## src/rtl/core/bsed_pkg.sv

```systemverilog
// ----------------------------------------------------------------------------
// bsed_pkg
// Shared types and constants of the backslash escape decoder.
// ----------------------------------------------------------------------------
package bsed_pkg;

  localparam int unsigned QueueDepthDefault = 4;

  localparam int unsigned SDataW = 8;
  localparam int unsigned MDataW = 16;
  localparam int unsigned MUserW = 2;

  // one queued request: first result, optional second byte, string end flag
  typedef struct packed {
    logic [7:0] byte0;
    logic       valid0;
    logic       stop0;
    logic [7:0] byte1;
    logic       two;
    logic       fin;
  } bsed_entry_t;

endpackage

```

## src/rtl/core/bsed_front.sv

```systemverilog
// ----------------------------------------------------------------------------
// bsed_front
// Accepts input bytes, tracks the escape state and emits one queue request
// per input byte that produces results.
// ----------------------------------------------------------------------------
module bsed_front (
  input  logic                 clk_i,
  input  logic                 rst_ni,
  input  logic                 in_valid_i,
  output logic                 in_ready_o,
  input  logic [7:0]           in_byte_i,
  input  logic                 in_final_i,
  input  logic                 q_full_i,
  output logic                 push_o,
  output bsed_pkg::bsed_entry_t entry_o
);
  import bsed_pkg::*;

  localparam logic [2:0] ModeNormal = 3'd0;
  localparam logic [2:0] ModeEsc    = 3'd1;
  localparam logic [2:0] ModeOct    = 3'd2;
  localparam logic [2:0] ModeHex    = 3'd3;
  localparam logic [2:0] ModeStop   = 3'd4;

  localparam logic [7:0] ChBackslash = 8'h5C;
  localparam logic [7:0] ChA         = 8'h61;
  localparam logic [7:0] ChB         = 8'h62;
  localparam logic [7:0] ChF         = 8'h66;
  localparam logic [7:0] ChN         = 8'h6E;
  localparam logic [7:0] ChR         = 8'h72;
  localparam logic [7:0] ChT         = 8'h74;
  localparam logic [7:0] ChV         = 8'h76;
  localparam logic [7:0] ChC         = 8'h63;
  localparam logic [7:0] ChX         = 8'h78;
  localparam logic [7:0] ChZero      = 8'h30;
  localparam logic [7:0] ChSeven     = 8'h37;
  localparam logic [7:0] ChNine      = 8'h39;
  localparam logic [7:0] ChUpA       = 8'h41;
  localparam logic [7:0] ChUpF       = 8'h46;

  localparam logic [7:0] CodeBel = 8'h07;
  localparam logic [7:0] CodeBs  = 8'h08;
  localparam logic [7:0] CodeFf  = 8'h0C;
  localparam logic [7:0] CodeLf  = 8'h0A;
  localparam logic [7:0] CodeCr  = 8'h0D;
  localparam logic [7:0] CodeTab = 8'h09;
  localparam logic [7:0] CodeVt  = 8'h0B;

  localparam logic [1:0] OctLimit = 2'd3;
  localparam logic [1:0] HexLimit = 2'd2;

  logic [2:0] mode_q, mode_d;
  logic [1:0] cnt_q, cnt_d;
  logic [7:0] val_q, val_d;

  logic       accept;
  logic [1:0] num;
  logic [7:0] b0, b1;
  logic       v0, s0;
  logic       is_oct, is_hex;
  logic [3:0] dig;
  logic [1:0] cnt_inc;
  logic [7:0] oct_val, hex_val;
  logic       octal;

  assign in_ready_o = !q_full_i;
  assign accept     = in_valid_i && in_ready_o;

  always_comb begin
    is_oct = (in_byte_i >= ChZero) && (in_byte_i <= ChSeven);
    is_hex = 1'b1;
    dig    = 4'd0;
    if ((in_byte_i >= ChZero) && (in_byte_i <= ChNine)) begin
      dig = 4'(in_byte_i - ChZero);
    end else if ((in_byte_i >= ChA) && (in_byte_i <= ChF)) begin
      dig = 4'(in_byte_i - ChA + 8'd10);
    end else if ((in_byte_i >= ChUpA) && (in_byte_i <= ChUpF)) begin
      dig = 4'(in_byte_i - ChUpA + 8'd10);
    end else begin
      is_hex = 1'b0;
    end
  end

  assign cnt_inc = cnt_q + 2'd1;
  assign oct_val = {val_q[4:0], dig[2:0]};
  assign hex_val = {val_q[3:0], dig};
  assign octal   = (mode_q == ModeOct);

  always_comb begin
    mode_d = mode_q;
    cnt_d  = cnt_q;
    val_d  = val_q;
    num    = 2'd0;
    b0     = 8'h00;
    v0     = 1'b1;
    s0     = 1'b0;
    b1     = in_byte_i;
    unique case (mode_q) inside
      ModeStop: begin
        num = in_final_i ? 2'd1 : 2'd0;
        v0  = 1'b0;
      end
      ModeEsc: begin
        mode_d = ModeNormal;
        num    = 2'd1;
        case (in_byte_i) inside
          ChBackslash: b0 = ChBackslash;
          ChA:         b0 = CodeBel;
          ChB:         b0 = CodeBs;
          ChF:         b0 = CodeFf;
          ChN:         b0 = CodeLf;
          ChR:         b0 = CodeCr;
          ChT:         b0 = CodeTab;
          ChV:         b0 = CodeVt;
          ChC: begin
            mode_d = ModeStop;
            v0     = 1'b0;
            s0     = 1'b1;
          end
          ChZero, ChX: begin
            mode_d = (in_byte_i == ChX) ? ModeHex : ModeOct;
            cnt_d  = 2'd0;
            val_d  = 8'h00;
            num    = in_final_i ? 2'd1 : 2'd0;
          end
          default: begin
            b0  = ChBackslash;
            num = 2'd2;
          end
        endcase
      end
      ModeOct, ModeHex: begin
        if (octal ? is_oct : is_hex) begin
          val_d = octal ? oct_val : hex_val;
          cnt_d = cnt_inc;
          if ((cnt_inc >= (octal ? OctLimit : HexLimit)) || in_final_i) begin
            mode_d = ModeNormal;
            num    = 2'd1;
            b0     = val_d;
          end
        end else begin
          b0 = val_q;
          if ((in_byte_i == ChBackslash) && !in_final_i) begin
            mode_d = ModeEsc;
            num    = 2'd1;
          end else begin
            mode_d = ModeNormal;
            num    = 2'd2;
          end
        end
      end
      default: begin
        if ((in_byte_i == ChBackslash) && !in_final_i) begin
          mode_d = ModeEsc;
        end else begin
          mode_d = ModeNormal;
          num    = 2'd1;
          b0     = in_byte_i;
        end
      end
    endcase
    if (in_final_i) begin
      mode_d = ModeNormal;
      cnt_d  = 2'd0;
      val_d  = 8'h00;
    end
  end

  always_ff @(posedge clk_i or negedge rst_ni) begin
    if (!rst_ni) begin
      mode_q <= ModeNormal;
      cnt_q  <= 2'd0;
      val_q  <= 8'h00;
    end else if (accept) begin
      mode_q <= mode_d;
      cnt_q  <= cnt_d;
      val_q  <= val_d;
    end
  end

  assign push_o         = accept && (num != 2'd0);
  assign entry_o.byte0  = b0;
  assign entry_o.valid0 = v0;
  assign entry_o.stop0  = s0;
  assign entry_o.byte1  = b1;
  assign entry_o.two    = (num == 2'd2);
  assign entry_o.fin    = in_final_i;

endmodule

```

## src/rtl/core/bsed_queue.sv

```systemverilog
// ----------------------------------------------------------------------------
// bsed_queue
// Small request queue between the decode front and the output back.
// ----------------------------------------------------------------------------
module bsed_queue #(
  parameter int unsigned Depth = bsed_pkg::QueueDepthDefault
) (
  input  logic                 clk_i,
  input  logic                 rst_ni,
  input  logic                 push_i,
  input  bsed_pkg::bsed_entry_t wdata_i,
  output logic                 full_o,
  input  logic                 pop_i,
  output logic                 valid_o,
  output bsed_pkg::bsed_entry_t rdata_o
);
  import bsed_pkg::*;

  localparam int unsigned PtrW = (Depth > 1) ? $clog2(Depth) : 1;
  localparam int unsigned CntW = $clog2(Depth + 1);
  localparam logic [PtrW-1:0] LastPtr = PtrW'(Depth - 1);
  localparam logic [CntW-1:0] FullCnt = CntW'(Depth);

  bsed_entry_t mem_q [Depth];
  logic [PtrW-1:0] wr_ptr_q, rd_ptr_q;
  logic [CntW-1:0] cnt_q;
  logic do_push, do_pop;

  assign full_o  = (cnt_q == FullCnt);
  assign valid_o = (cnt_q != '0);
  assign do_push = push_i && !full_o;
  assign do_pop  = pop_i && valid_o;
  assign rdata_o = mem_q[rd_ptr_q];

  always_ff @(posedge clk_i) begin
    if (do_push) begin
      mem_q[wr_ptr_q] <= wdata_i;
    end
  end

  always_ff @(posedge clk_i or negedge rst_ni) begin
    if (!rst_ni) begin
      wr_ptr_q <= '0;
      rd_ptr_q <= '0;
      cnt_q    <= '0;
    end else begin
      if (do_push) begin
        wr_ptr_q <= (wr_ptr_q == LastPtr) ? '0 : wr_ptr_q + PtrW'(1);
      end
      if (do_pop) begin
        rd_ptr_q <= (rd_ptr_q == LastPtr) ? '0 : rd_ptr_q + PtrW'(1);
      end
      if (do_push && !do_pop) begin
        cnt_q <= cnt_q + CntW'(1);
      end else if (do_pop && !do_push) begin
        cnt_q <= cnt_q - CntW'(1);
      end
    end
  end

endmodule

```

## src/rtl/core/bsed_back.sv

```systemverilog
// ----------------------------------------------------------------------------
// bsed_back
// Pops queued requests and drives one or two results through the output
// register.
// ----------------------------------------------------------------------------
module bsed_back (
  input  logic                 clk_i,
  input  logic                 rst_ni,
  input  logic                 q_valid_i,
  input  bsed_pkg::bsed_entry_t q_entry_i,
  output logic                 pop_o,
  output logic                 out_valid_o,
  input  logic                 out_ready_i,
  output logic [7:0]           out_byte_o,
  output logic                 byte_valid_o,
  output logic                 stop_seen_o,
  output logic                 string_end_o,
  output logic                 run_last_o
);
  import bsed_pkg::*;

  logic       out_valid_q;
  logic       pend_q;
  logic [7:0] pend_byte_q;
  logic       pend_fin_q;
  logic [7:0] byte_q;
  logic       bvalid_q, stop_q, send_q, rlast_q;
  logic       load;

  assign load  = !out_valid_q || out_ready_i;
  assign pop_o = load && !pend_q && q_valid_i;

  always_ff @(posedge clk_i or negedge rst_ni) begin
    if (!rst_ni) begin
      out_valid_q <= 1'b0;
      pend_q      <= 1'b0;
    end else if (load) begin
      if (pend_q) begin
        out_valid_q <= 1'b1;
        pend_q      <= 1'b0;
      end else begin
        out_valid_q <= q_valid_i;
        pend_q      <= q_valid_i && q_entry_i.two;
      end
    end
  end

  always_ff @(posedge clk_i) begin
    if (load) begin
      if (pend_q) begin
        byte_q   <= pend_byte_q;
        bvalid_q <= 1'b1;
        stop_q   <= 1'b0;
        send_q   <= pend_fin_q;
        rlast_q  <= 1'b1;
      end else begin
        byte_q      <= q_entry_i.byte0;
        bvalid_q    <= q_entry_i.valid0;
        stop_q      <= q_entry_i.stop0;
        send_q      <= q_entry_i.fin && !q_entry_i.two;
        rlast_q     <= !q_entry_i.two;
        pend_byte_q <= q_entry_i.byte1;
        pend_fin_q  <= q_entry_i.fin;
      end
    end
  end

  assign out_valid_o  = out_valid_q;
  assign out_byte_o   = byte_q;
  assign byte_valid_o = bvalid_q;
  assign stop_seen_o  = stop_q;
  assign string_end_o = send_q;
  assign run_last_o   = rlast_q;

endmodule

```

## src/rtl/core/backslash_escape_decoder.sv

```systemverilog
// ----------------------------------------------------------------------------
// backslash_escape_decoder
// Decodes backslash escapes in a byte stream, one input byte per cycle.
// ----------------------------------------------------------------------------
// usage
//   slave channel: one string byte per request in tdata, tlast on the last
//   byte of the string
//   master channel: decoded results; tdata holds the byte and the run-last
//   flag, tuser says whether the byte is valid and whether a stop escape
//   was seen, tlast closes the string
//   each input byte gives zero, one or two results; the escape state is
//   updated as the byte is accepted, so a byte can be taken every cycle
//   first result of a byte is registered in the request queue, then in the output register
//   the output port moves one result per cycle while the receiver is ready;
//   bytes with two results (unknown escapes, digit runs ended by a plain byte)
//   send them in turn, and a request queue of QueueDepth entries absorbs the surplus
//   when the receiver stalls, the output register holds and the queue fills;
//   tready drops only once the queue is full
//   reset clears the escape state, the queue and the output register
// ----------------------------------------------------------------------------
module backslash_escape_decoder #(
  parameter int unsigned QueueDepth = bsed_pkg::QueueDepthDefault
) (
  input  logic                        clk_i,
  input  logic                        rst_ni,
  input  logic                        s_axis_tvalid_i,
  output logic                        s_axis_tready_o,
  input  logic [bsed_pkg::SDataW-1:0] s_axis_tdata_i,  // in_byte
  input  logic                        s_axis_tlast_i,  // is_final
  output logic                        m_axis_tvalid_o,
  input  logic                        m_axis_tready_i,
  output logic [bsed_pkg::MDataW-1:0] m_axis_tdata_o,  // out_byte, run_last, zero pad
  output logic [bsed_pkg::MUserW-1:0] m_axis_tuser_o,  // byte_valid, stop_seen
  output logic                        m_axis_tlast_o   // string_end
);
  import bsed_pkg::*;

  logic        push, q_full, pop, q_valid;
  bsed_entry_t push_entry, pop_entry;
  logic [7:0]  out_byte;
  logic        byte_valid, stop_seen, run_last;

  bsed_front u_front (
    .clk_i      (clk_i),
    .rst_ni     (rst_ni),
    .in_valid_i (s_axis_tvalid_i),
    .in_ready_o (s_axis_tready_o),
    .in_byte_i  (s_axis_tdata_i),
    .in_final_i (s_axis_tlast_i),
    .q_full_i   (q_full),
    .push_o     (push),
    .entry_o    (push_entry)
  );

  bsed_queue #(
    .Depth (QueueDepth)
  ) u_queue (
    .clk_i   (clk_i),
    .rst_ni  (rst_ni),
    .push_i  (push),
    .wdata_i (push_entry),
    .full_o  (q_full),
    .pop_i   (pop),
    .valid_o (q_valid),
    .rdata_o (pop_entry)
  );

  bsed_back u_back (
    .clk_i        (clk_i),
    .rst_ni       (rst_ni),
    .q_valid_i    (q_valid),
    .q_entry_i    (pop_entry),
    .pop_o        (pop),
    .out_valid_o  (m_axis_tvalid_o),
    .out_ready_i  (m_axis_tready_i),
    .out_byte_o   (out_byte),
    .byte_valid_o (byte_valid),
    .stop_seen_o  (stop_seen),
    .string_end_o (m_axis_tlast_o),
    .run_last_o   (run_last)
  );

  assign m_axis_tdata_o = {7'b0, run_last, out_byte};
  assign m_axis_tuser_o = {stop_seen, byte_valid};

endmodule

```

## config.mk

```make
export PLATFORM = sky130hd
export DESIGN_NAME = backslash_escape_decoder
export DESIGN_NICKNAME = d
export VERILOG_FILES = /design/src/rtl/core/bsed_pkg.sv /design/src/rtl/core/bsed_front.sv /design/src/rtl/core/bsed_queue.sv /design/src/rtl/core/bsed_back.sv /design/src/rtl/core/backslash_escape_decoder.sv
export SDC_FILE = /design/constraint.sdc
export NUM_CORES = 1
export LEC_CHECK = 0
export BUFFER_PORTS_ARGS = -buffer_cell sky130_fd_sc_hd__buf_2
export CAP_MARGIN = 20
export CORE_MARGIN = 2
export CORE_UTILIZATION = 55
export CTS_BUF_LIST = sky130_fd_sc_hd__clkbuf_4 sky130_fd_sc_hd__clkbuf_8 sky130_fd_sc_hd__clkbuf_16
export DETAILED_ROUTE_END_ITERATION = 8
export PLACE_DENSITY_LB_ADDON = 0.25
export SLEW_MARGIN = 20
export SYNTH_ARGS = -nofsm -noshare
export SYNTH_HDL_FRONTEND = slang
export SYNTH_SLANG_ARGS = --single-unit
```

## constraint.sdc

```tcl
create_clock -name clk_i -period 3.6 [get_ports clk_i]
set_input_delay 0 -clock clk_i [delete_from_list [all_inputs] [get_ports clk_i]]
set_output_delay 0 -clock clk_i [all_outputs]
set_load 0.01 [all_outputs]
```

== After elaboration in Yosys (flattened, before gate mapping) ==
Memory sizes are Yosys's and may differ from the RTL's.
Cells that the tools add are included.
Storage, ports and cells
  input port bits: 13
  logic and storage cells: 211
  output and inout bits: 21
  bits in registers: 43
  memories kept: 1
  memory bits (writable): 80
Memories
  u_queue.mem_q: words 4, width 20, read ports 1, clocked after memory_dff 0, wr ports 1, RTL line bsed_queue.sv:24  | bsed_entry_t mem_q [Depth];
Cells by class
  order comparisons: 8
  add/sub/neg operators: 10
  equality and inequality tests: 32
  bitwise logic cells: 1
  muxes and demuxes: 111
  reductions and logical operators: 33
Operators with widths (count)
  $mux W8: 26
  $eq A8 B7 Y1 const B: 10
  $mux W2: 26
  $mux W3: 15
  $mux W1: 34
  $ne A3 B3 Y1 const B: 10
  $pmux W8 S3: 1
  $ge A8 B7 Y1 const B: 2
  $le A8 B6 Y1 const B: 2
  $le A8 B7 Y1 const B: 2
  $pmux W8 S2: 1
  $logic_and A1 B1 Y1: 15
  $reduce_and A13 Y1: 1
  $mux W4: 3
  $sub A4 B1 Y4 const B: 3
  $pmux W3 S3: 1
  $add A4 B4 Y4 const B: 2
  $eq A8 B6 Y1 const B: 1
  $ge A8 B6 Y1 const B: 1
  $logic_not A1 Y1: 7
  $mux W7: 1
  $add A2 B1 Y2 const B: 3
  $eq A2 B2 Y1 const B: 3
  $eq A3 B2 Y1 const B: 2
  18 further kinds: 23

== Longest topological paths before layout ==
  depth after elaboration: 20
  depth in mapped cells: 15
  mapped depth without buffers: 14

== Modules after synthesis ==
A second synthesis with hierarchy kept.
Unflattened totals
  cells, all modules: 405
  area total of the unflattened synthesis: 5974.5 µm²
Modules (own cells, without submodules)
  bsed_queue: cells each 141, instances 1, sequential area each 2577.5 µm², area each 3410.8 µm²
  bsed_front: cells each 207, instances 1, sequential area each 325.3 µm², area each 1592.8 µm²
  bsed_back: cells each 46, instances 1, sequential area each 680.7 µm², area each 892.1 µm²
  backslash_escape_decoder: cells each 11, instances 1, sequential area each 0.0 µm², area each 78.8 µm²

== Least setup slack after synthesis ==
Ideal clock, no wire load.
  path kind: flip-flop to flip-flop
  start: register u_front.mode_q[2]
  end: register u_queue.cnt_q[2]
  path slack: 0.452 ns
  buffers on the path: 1
  data arrival time: 3.069 ns
  cell stages (with the launch flop): 16
  clock period less this slack: 3.148 ns
  setup time: 0.079 ns
  data required time: 3.521 ns
  path through: dfrtp_1 -> buf_2 -> nand2b_4 -> nor2_2 -> ha_1 -> nand2b_1 -> a21oi_1 -> a31o_2 -> o21bai_4 -> a41oi_4 -> ha_1 -> inv_1 -> fa_1 -> xor2_1 -> nor2_1 -> xor2_1
On the way
  cells in the longest elaborated chain, start to end: 13
  elaborated cells on any way between the ends: 20
  those cells by class: order compare: 1; eq/ne: 4; mux: 6; reduce/logical: 9
Ends and longest elaborated chain
  from (decl): RTL line bsed_front.sv:52  | logic [2:0] mode_q, mode_d;
  from (signal assigned): RTL line bsed_front.sv:171  | mode_q <= ModeNormal;
  from (signal assigned): RTL line bsed_front.sv:175  | mode_q <= mode_d;
  $eq A3 B2 Y1: RTL line bsed_front.sv:87  | assign octal = (mode_q == ModeOct);
  $mux W1: RTL line bsed_front.sv:136  | if ((cnt_inc >= (octal ? OctLimit : HexLimit)) || in_final_i) begin
  $ge A2 B2 Y1: RTL line bsed_front.sv:136
  $logic_or A1 B1 Y1: RTL line bsed_front.sv:136
  $mux W1: RTL line bsed_front.sv:136
  $mux W2: RTL line bsed_front.sv:133  | if (octal ? is_oct : is_hex) begin
  $pmux W2 S3 *: RTL line bsed_front.sv:98  | unique case (mode_q) inside
  $reduce_bool A2 Y1 *: RTL line bsed_front.sv:181  | assign push_o = accept && (num != 2'd0);
  $logic_and A1 B1 Y1 *: RTL line bsed_front.sv:181
  $logic_and A1 B1 Y1 *: RTL line bsed_queue.sv:31  | assign do_push = push_i && !full_o;
  named net u_queue.do_push: RTL line bsed_queue.sv:27  | logic do_push, do_pop;
  $logic_not A1 Y1: RTL line bsed_queue.sv:55  | end else if (do_pop && !do_push) begin
  $logic_and A1 B1 Y1: RTL line bsed_queue.sv:55
  $reduce_bool A2 Y1 (no line)
  to (signal assigned): RTL line bsed_queue.sv:54  | cnt_q <= cnt_q + CntW'(1);
  to (signal assigned): RTL line bsed_queue.sv:56  | cnt_q <= cnt_q - CntW'(1);
  to (decl): RTL line bsed_queue.sv:26  | logic [CntW-1:0] cnt_q;
The timed path passes the listed nets; every way through them passes the cells marked *.
A chain may end at the register's enable or synchronous reset.

== Final worst setup path ==
  start: input port s_axis_tdata_i[0] in the netlist's numbering
  end: register u_queue.cnt_q[2]
On the way
  cells in the longest elaborated chain, start to end: 19
  elaborated cells on any way between the ends: 50
  those cells by class: order compare: 7; eq/ne: 11; mux: 19; reduce/logical: 13
Ends and longest elaborated chain
  from (decl): RTL line backslash_escape_decoder.sv:28  | input logic [bsed_pkg::SDataW-1:0] s_axis_tdata_i,
  $eq A8 B7 Y1 (no line) / $eq A8 B6 Y1 (equally long branches)
  $reduce_or A2 Y1: RTL line bsed_front.sv:106  | case (in_byte_i) inside
  $mux W2 (10 in series): RTL line bsed_front.sv:106
  $pmux W2 S3 *: RTL line bsed_front.sv:98
  $reduce_bool A2 Y1 *: RTL line bsed_front.sv:181
  $logic_and A1 B1 Y1 *: RTL line bsed_front.sv:181
  $logic_and A1 B1 Y1 *: RTL line bsed_queue.sv:31
  named net u_queue.do_push: RTL line bsed_queue.sv:27
  $logic_not A1 Y1: RTL line bsed_queue.sv:55
  $logic_and A1 B1 Y1: RTL line bsed_queue.sv:55
  $reduce_bool A2 Y1 (no line)
Marked as above.

==> reports/qor.yml <==
pwr:
  cellLeakagePower_nw: 2.43
  ir_worst_vdd_v: 0.000380
  power_mw: 4.89
  power.density_nw_per_um2: 723
critical_path:
  crit_start: "s_axis_tdata_i[0]"
  cp.required_ns: 4.03
  reg2reg_setup_slack_ns: 0.42
  cp_data_arrival_time_ns: 3.75
  end_kind: "register"
  cp_max_fo: 14
  r2r_end: "u_queue.cnt_q[2]"
  path_class: "in -> reg"
  start_kind: "primary input"
  r2r-start: "u_front.mode_q[2]"
  rr_worst_depth: 14
  crit_end: "u_queue.cnt_q[2]"
min_path:
  min_path_type: "in -> async"
grt:
  grt_max_degree: 23
  grt_pass1_wl_mm: 18.4
  grtUsageTotal_pct: 22.0
  grt_pass1_vias: 3460
  antenna_found_initial: 0
  globalRoute.totalOverflow: 0
timing:
  hold_viol_final: 0
  final.setup.tns_ns: 0
  period_share_pct: 92.1
  worst_pin_slew_ns: 0.990
  grt_setup_unrepaired: "no"
  max_freq_ghz: 0.302
  slew_headroom_pct: 34.0
  slew_viol_final: 0
  skew_ns: 0.00786
  hold_ws_ns: 0.0636
  finalSetupViolCount: 0
  fin_crit_ns: 3.32
synth:
  avgSynthCellArea_sq_um: 14.4
  synth_edf_count: 101
  synth_area_sq_um: 5820
  synthCells: 403
  synth-async-reset-ratio_pct: 17.9
  ys_seq_area_share_pct: 61.6
  ys.flop_type: "edfxtp_1"
  yosys_warnings: 0
  synth_cell_type_count: 68
  synth_seq_cells: 123
placed_design:
  numPortBuffers: 26
  dp_hpwl_mm: 7.47
  gp_congestion: 0.900
  placedCellCount: 553
route:
  drt_iter0_markers: 223
  drt-total-wl_mm: 11.3
  vias: 3498
  drcViolationCount: 0
  drt_pre_antenna_iters: 5
  via_per_inst: 5.86
  drtAntennaViolNets: 0
  wl_per_cell_um: 19.0
clock_network:
  cts_resized: 0
  clk_latency_ns: 0.51
  clockBufferDepth: 2
  tritoncts: "done"
  clk_pin_slew_ns: 0.06
  clock_sinks: 123
  htree_levels: 4
  cts-root-buf: "clkbuf_8"
  cts-buffers-inserted: 17
finish:
  num_antenna_cells: 0
  drive_above_1_share_pct: 26.5
  stdcell_count: 597
  final_common_cell: "edfxtp_1"
  layout_common_cells: "edfxtp_1 (101), nand2_1 (31), buf_2 (27)"
  fillers: 759
  nets: 473
  syn_to_final_growth_pct: 16.3
floorplanning:
  rows: 37
  die_w_um: 107
  initial_utilization_pct: 56.6
  fp.dieH_um: 107
  ios: 34
  coreArea_sq_um: 10300
  die_area_sq_um: 11400
status:
  status: "complete, no violations"
job:
  maxCapViolations: 0
## cell usage after synthesis, types with 7 or more instances
library cell	instances	area (sq um)
buf_2	8	40.0
nand2_1	31	116
edfxtp_1	101	3030
a21oi_1	15	75.1
mux4_2	20	450
clkbuf_1	7	26.3
inv_1	12	45.0
mux2_2	11	124
o21ai_0	19	95.1
dfrtp_1	22	551
nand3_1	11	55.1
ha_1	11	138
buf_4	10	75.1
nor2_1	23	86.3
## routing by layer
metal / vias to the layer above / track usage [%] / routed length (um) / part of all wire, %
met5: - / 0 / 0 / 0
met4: 0 / 6.31 / 78 / 0.69
met3: 9 / 6.02 / 541 / 4.8
met2: 119 / 35.7 / 5840 / 52
met1: 1744 / 29.4 / 4860 / 43
li1: 1626 / - / - / -
## timing repair
| item | CTS | global route |
|---|---|---|
| endpoints found under the hold margin | 62 | 0 |
| hold buffers | 12 | 0 |
| setup buffers | 0 | 0 |
| endpoints found under the setup margin | 0 | 0 |
## through the flow
step / setup WS, ns / utilization (%) / instance area, sq um
2_1_floorplan: 0.452 / - / 5840
3_3_place_gp: 0.413 / 59.0 / 6060
3_5_place_dp: 0.323 / 59.0 / 6060
4_1_cts: 0.327 / 65.9 / 6770
5_1_grt: 0.0353 / 65.8 / 6770
6_report: 0.284 / 65.8 / 6770
## cell families (layout without fill, tap and decap cells)
family	after synthesis	count (layout)	synth area share, %
flip-flops	123	123	61.6
XOR/XNOR	7	7	1.05
adder cells (fa/ha/maj)	12	12	2.71
buffers and inverters	41	93	3.46
AO/OA/AOI/OAI	74	74	10.2
multiplexers	38	38	11.2
AND/OR/NAND/NOR	107	107	9.70
other	1	7	0.0645
## critical path, stage by stage
cell and delay [ns]:
dlygate4sd3_1 0.52, buf_2 0.27, inv_1 0.13, ha_1 0.34, a2111oi_4 0.50, o21ai_2 0.16, a31o_2 0.28, o21bai_4 0.19
a41oi_4 0.23, ha_1 0.21, inv_1 0.06, fa_1 0.43, xor2_1 0.17, nor2_1 0.11, xor2_1 0.14
## worst min path at each step
stage,endpoint,slack [ns],cells after the start
2_1_floorplan,u_back.out_valid_o,-0.30,0
3_3_place_gp,u_front.cnt_q[0],-0.006,1
3_5_place_dp,u_front.cnt_q[0],-0.002,1
4_1_cts,u_front.val_q[2],0.04,4
5_1_grt,u_front.cnt_q[0],0.1,3
6_report,u_front.cnt_q[0],0.06,3
## layout make-up
cell class	count	area (sq um)	share of cell area, %
inverter	13	48.8	0.721
sequential	123	3580	53.0
clock buffer	17	414	6.12
timing repair buffer	48	320	4.73
tap	136	170	2.51
multi-input combinational	245	2060	30.4
clock inverter	15	174	2.57
## flip-flops by register name, indices dropped and copies added, names as in the netlist, 2 cells and up
name                count
u_queue.mem_q          80
u_back.out_byte_o       8
u_back.pend_byte_q      8
u_front.val_q           8
u_front.mode_q          3
u_queue.cnt_q           3
u_front.cnt_q           2
u_queue.rd_ptr_q        2
u_queue.wr_ptr_q        2
## power breakdown
part           total [mW]  internal [mW]  switching, mW
Sequential           2.17           1.97          0.208
Clock                1.66           1.05          0.606
Combinational        1.06          0.551          0.509
Total                4.89           3.57           1.32
Note: power is estimated with default switching activity, not from simulation.
